<file path="src/hdl/double_hash_int_map_defines.svh">
// assertion macros shared by the hash map rtl
// no dependencies; taken in by the top level
`ifndef DOUBLE_HASH_INT_MAP_DEFINES_SVH
`define DOUBLE_HASH_INT_MAP_DEFINES_SVH

// checked only outside reset
`define DHIM_ASSERT(lbl, clk, rst_n, prop, msg) \
  lbl: assert property (@(posedge clk) disable iff (!rst_n) prop) else $error(msg);

// checked at every edge, reset included
`define DHIM_ASSERT_ALWAYS(lbl, clk, prop, msg) \
  lbl: assert property (@(posedge clk) prop) else $error(msg);

`endif

</file>
<file path="src/hdl/dhim_ram.sv">
// generic single-port-write, single-port-read ram with registered read data
// no dependencies
`default_nettype none

module dhim_ram #(
  parameter int unsigned WIDTH = 8,
  parameter int unsigned DEPTH = 16
) (
  input  wire logic                     clk_i,
  input  wire logic                     we_i,
  input  wire logic [$clog2(DEPTH)-1:0] waddr_i,
  input  wire logic [WIDTH-1:0]         wdata_i,
  input  wire logic                     re_i,
  input  wire logic [$clog2(DEPTH)-1:0] raddr_i,
  output logic      [WIDTH-1:0]         rdata_o
);

  logic [WIDTH-1:0] mem_q [DEPTH];

  always_ff @(posedge clk_i) begin
    if (we_i) begin
      mem_q[waddr_i] <= wdata_i;
    end
  end

  // read data holds while no read is issued
  always_ff @(posedge clk_i) begin
    if (re_i) begin
      rdata_o <= mem_q[raddr_i];
    end
  end

endmodule

`default_nettype wire

</file>
<file path="config.mk">
export PLATFORM = sky130hd
export DESIGN_NAME = dhim_ram
export DESIGN_NICKNAME = d
export VERILOG_FILES = /design/src/hdl/double_hash_int_map_defines.svh /design/src/hdl/dhim_ram.sv
export SDC_FILE = /design/constraint.sdc
export NUM_CORES = 1
export LEC_CHECK = 0
export BUFFER_PORTS_ARGS = -buffer_cell sky130_fd_sc_hd__buf_2
export CORE_AREA = 2 2 93 95
export CTS_CLUSTER_SIZE = 25
export DETAILED_ROUTE_END_ITERATION = 10
export DIE_AREA = 0 0 95 97
export GPL_TIMING_DRIVEN = 0
export PLACE_DENSITY = 0.85
export SETUP_SLACK_MARGIN = 0.5
export SLEW_MARGIN = 10
export SYNTH_ARGS = -nofsm -noshare
export SYNTH_HDL_FRONTEND = slang
export SYNTH_SLANG_ARGS = --single-unit
export TNS_END_PERCENT = 100
</file>
<file path="constraint.sdc">
create_clock -name clk_i -period 3.48 [get_ports clk_i]
set_input_delay 0.348 -clock clk_i [delete_from_list [all_inputs] [get_ports clk_i]]
set_output_delay 0.348 -clock clk_i [all_outputs]
set_load 0.01 [all_outputs]
</file>
== Word-level counts from Yosys, hierarchy flattened ==
Memory sizes are Yosys's and may differ from the RTL's. A register that Yosys moved wholly into a read port is not among the register bits.
Cells that the tools add are included.
Widths: inputs -> output; s select.
Operators by class
  muxes and demuxes: 2
Operator list (number)
  $mux 1: 2
Storage, ports and cells
  flip-flop bits (word level): 0
  bits in writable memories: 128
  bits of input ports: 19
  output and inout bits: 8
  logic and storage cells: 3
  memories: 1
Memory list
  mem_q: words 16, width 8, rd ports 1, clocked after Yosys merged registers in 1, wr ports 1, RTL line dhim_ram.sv:18  | logic [WIDTH-1:0] mem_q [DEPTH];

== Logic depth before layout (Yosys ltp) ==
  word-level depth: 2
  gate-level depth with buffers: 5
  mapped depth without buffers: 3

== Worst setup path after synthesis ==
No wires, ideal clock.
  path kind: in2reg
  from: input waddr_i[2]
  to: memory mem_q[0][0] (enable)
  arrival time: 1458 ps
  setup slack: 1639 ps
  stages: 2
  path buffers: 0
  cells stage by stage: or3b_2 -> nor3_1
RTL lines
  start: declaration: RTL line dhim_ram.sv:11  | input wire logic [$clog2(DEPTH)-1:0] waddr_i,
  end: declaration: RTL line dhim_ram.sv:18
Straight into the memory's write port.

==> flow_summary.yaml <==
run_status:
  status: "completed"
drt:
  via_count: 2603
  wl_per_cell_um: 27.1
  antenna_left: 0
  drc_errors: 0
  wirelength_um: 10600
  vias_per_cell: 6.66
  first_iter_violations: 368
  firstDrtPassIters: 5
cts:
  clk_pin_slew_ns: 0.06
  cts_setup_buffers: 0
  insertion_delay_ns: 0.51
  h-tree-depth: 4
  cts_num_sinks: 136
  cts_buffers: 17
  clockBufferDepth: 2
  cts_root_buf: "clkbuf_8"
  cts_resized: 0
  hold_buffers: 0
  cts_tree: "built"
sta:
  fin_skew_ns: 0.00973
  hold_viol_final: 0
  finalSetupViolCount: 0
  finalCritPeriodShare_pct: 47.6
  fmax_ghz: 0.603
  worstMarginPinSlew_ns: 1.15
  maxSlewHeadroom_pct: 22.8
  rsz0062_at_grt: "false"
  min_period_ns: 1.66
  slew_violations: 0
  tns_ns: 0
global_routing:
  grt_max_degree: 17
  grt_pass1_vias: 2614
  antenna_found_initial: 0
  grt_remaining_overflow: 0
  grt_pass1_wl_um: 16200
  track_usage_pct: 25.8
cells_and_area:
  final_common_cell: "edfxtp_1"
  final_util_pct: 74.5
  finalNetCount: 292
  diodes: 0
  mostFrequentLayoutCells: "136 x edfxtp_1, 28 x buf_2, 18 x mux4_2, 16 x a22oi_1, 16 x clkbuf_16"
  syn_to_final_growth_pct: 15.9
  drive_gt1_share_pct: 28.3
worst_setup_path:
  critPathKind: "reg -> reg"
  end_kind: "flop"
  arrival_ns: 1.90
  r2r_setup_slack_ns: 1.82
  required_ns: 3.72
  reg2reg_from: "mem_q[1][0]$_DFFE_PP_"
  reg2reg_depth: 3
  path_max_fanout: 1
  r2r_end: "rdata_o[0]$_DFFE_PP_"
  critPathLaunchType: "flop"
worst_hold_path:
  hold_depth: 1
  holdPathEnd: "rdata_o[1]$_DFFE_PP_"
  holdCritStartpoint: "re_i"
  min_path_type: "in -> reg"
place:
  dp_hpwl_um: 6110
  io_buffers: 25
  gp_congestion: 0.723
yosys:
  postSynthCellCount: 229
  synth_seq_cells: 136
  syn_area_per_cell_um2: 22.8
  ys_types: 18
  syn_area_mm2: 0.00523
  ys_seq_area_share_pct: 78.1
  synth_nets: 248
  ys.warnings.count: 0
floorplanning:
  initial_core_util_pct: 64.3
  core_mm2: 0.00813
  die_w_um: 95
  ios: 27
  rows: 33
  dieArea_mm2: 0.00922
  dieHeight_um: 97
pwr:
  ir_drop_mv: 0.443
  power_density_mw_per_mm2: 616
  p_leak_nw: 2.02
run:
  drv_cap: 0
critical path, cell delays in order, from the launching register on:
cell and delay [ns]:
edfxtp_1 0.37, mux4_1 0.54, a22oi_1 0.34, nand2_1 0.13
logic make-up (layout without fill, tap and decap cells):
kind of cell | Yosys count | count (layout) | synth area share [%]
AND/OR/NAND/NOR | 35 | 35 | 3.14
buffers and inverters | 10 | 67 | 1.65
multiplexers | 32 | 32 | 14.8
AO/OA/AOI/OAI | 16 | 16 | 2.30
flip-flops | 136 | 136 | 78.1
worst max-delay path by stage:
stage                                startpoint                    end  slack [ns]  cells past startpoint
after global placement               waddr_i[2]  mem_q[0][7]$_DFFE_PP_        1.13                      3
after floorplan                      waddr_i[2]  mem_q[0][0]$_DFFE_PP_        1.64                      2
after CTS                            waddr_i[2]  mem_q[0][7]$_DFFE_PP_        1.48                      3
after detailed placement             waddr_i[2]  mem_q[0][2]$_DFFE_PP_        1.08                      3
after global routing      mem_q[1][0]$_DFFE_PP_   rdata_o[0]$_DFFE_PP_        1.75                      3
final                     mem_q[1][0]$_DFFE_PP_   rdata_o[0]$_DFFE_PP_        1.82                      3
through the flow:
step / power (mW) / area (um^2) / instances / setup WS [ns] / hold slack, ns
6_report: 3.73 / 6060 / 391 / 1.82 / 0.192
5_1_grt: 3.84 / 6060 / 391 / 1.75 / 0.170
4_1_cts: 3.75 / 6040 / 391 / 1.48 / 0.166
3_5_place_dp: 2.06 / 5480 / 359 / 1.08 / 0.695
3_3_place_gp: 2.05 / 5480 / 359 / 1.13 / 0.682
2_1_floorplan: 1.98 / 5230 / 229 / 1.64 / 0.447
registers in the layout (all words and copies together), names as in the netlist:
name / cells
mem_q: 128
rdata_o: 8
area by class of cell:
type                            count  area, um^2
Sequential cell                   136        4080
Fill cell                         419        2080
Multi-Input combinational cell     83        1070
Clock buffer                       21         429
Tap cell                          105         131
Clock inverter                     11         130
Timing Repair Buffer               25         125
Buffer                             10        86.3
Yosys cell counts (all sizes together):
| master | n | area (um^2) |
|---|---|---|
| nand3 | 1 | 5.00 |
| and2b | 1 | 7.51 |
| buf | 7 | 56.3 |
| nand2 | 9 | 33.8 |
| nor3 | 4 | 20.0 |
| clkdlybuf4s25 | 3 | 30.0 |
| nand3b | 2 | 15.0 |
| or3b | 1 | 8.76 |
| edfxtp | 136 | 4080 |
| nor2b | 1 | 6.26 |
| nand2b | 2 | 12.5 |
| and2 | 1 | 6.26 |
| a22oi | 16 | 120 |
| nor2 | 13 | 48.8 |
| mux4 | 32 | 773 |
report_power, final:
part / internal [mW] / total (mW) / leakage, nW / switching, mW
sequential: 1.85 / 1.86 / 1.24 / 0.0101
clock: 1.08 / 1.70 / 0.266 / 0.620
combinational: 0.0713 / 0.178 / 0.521 / 0.107
metal layers:
metal | GRT usage, % | part of all wire, %
met4 | 7.36 | 0.86
met3 | 7.32 | 7.9
met5 | 0 | 0
met2 | 37.5 | 50
met1 | 39.3 | 41
Note: power is estimated with default switching activity, not from simulation.
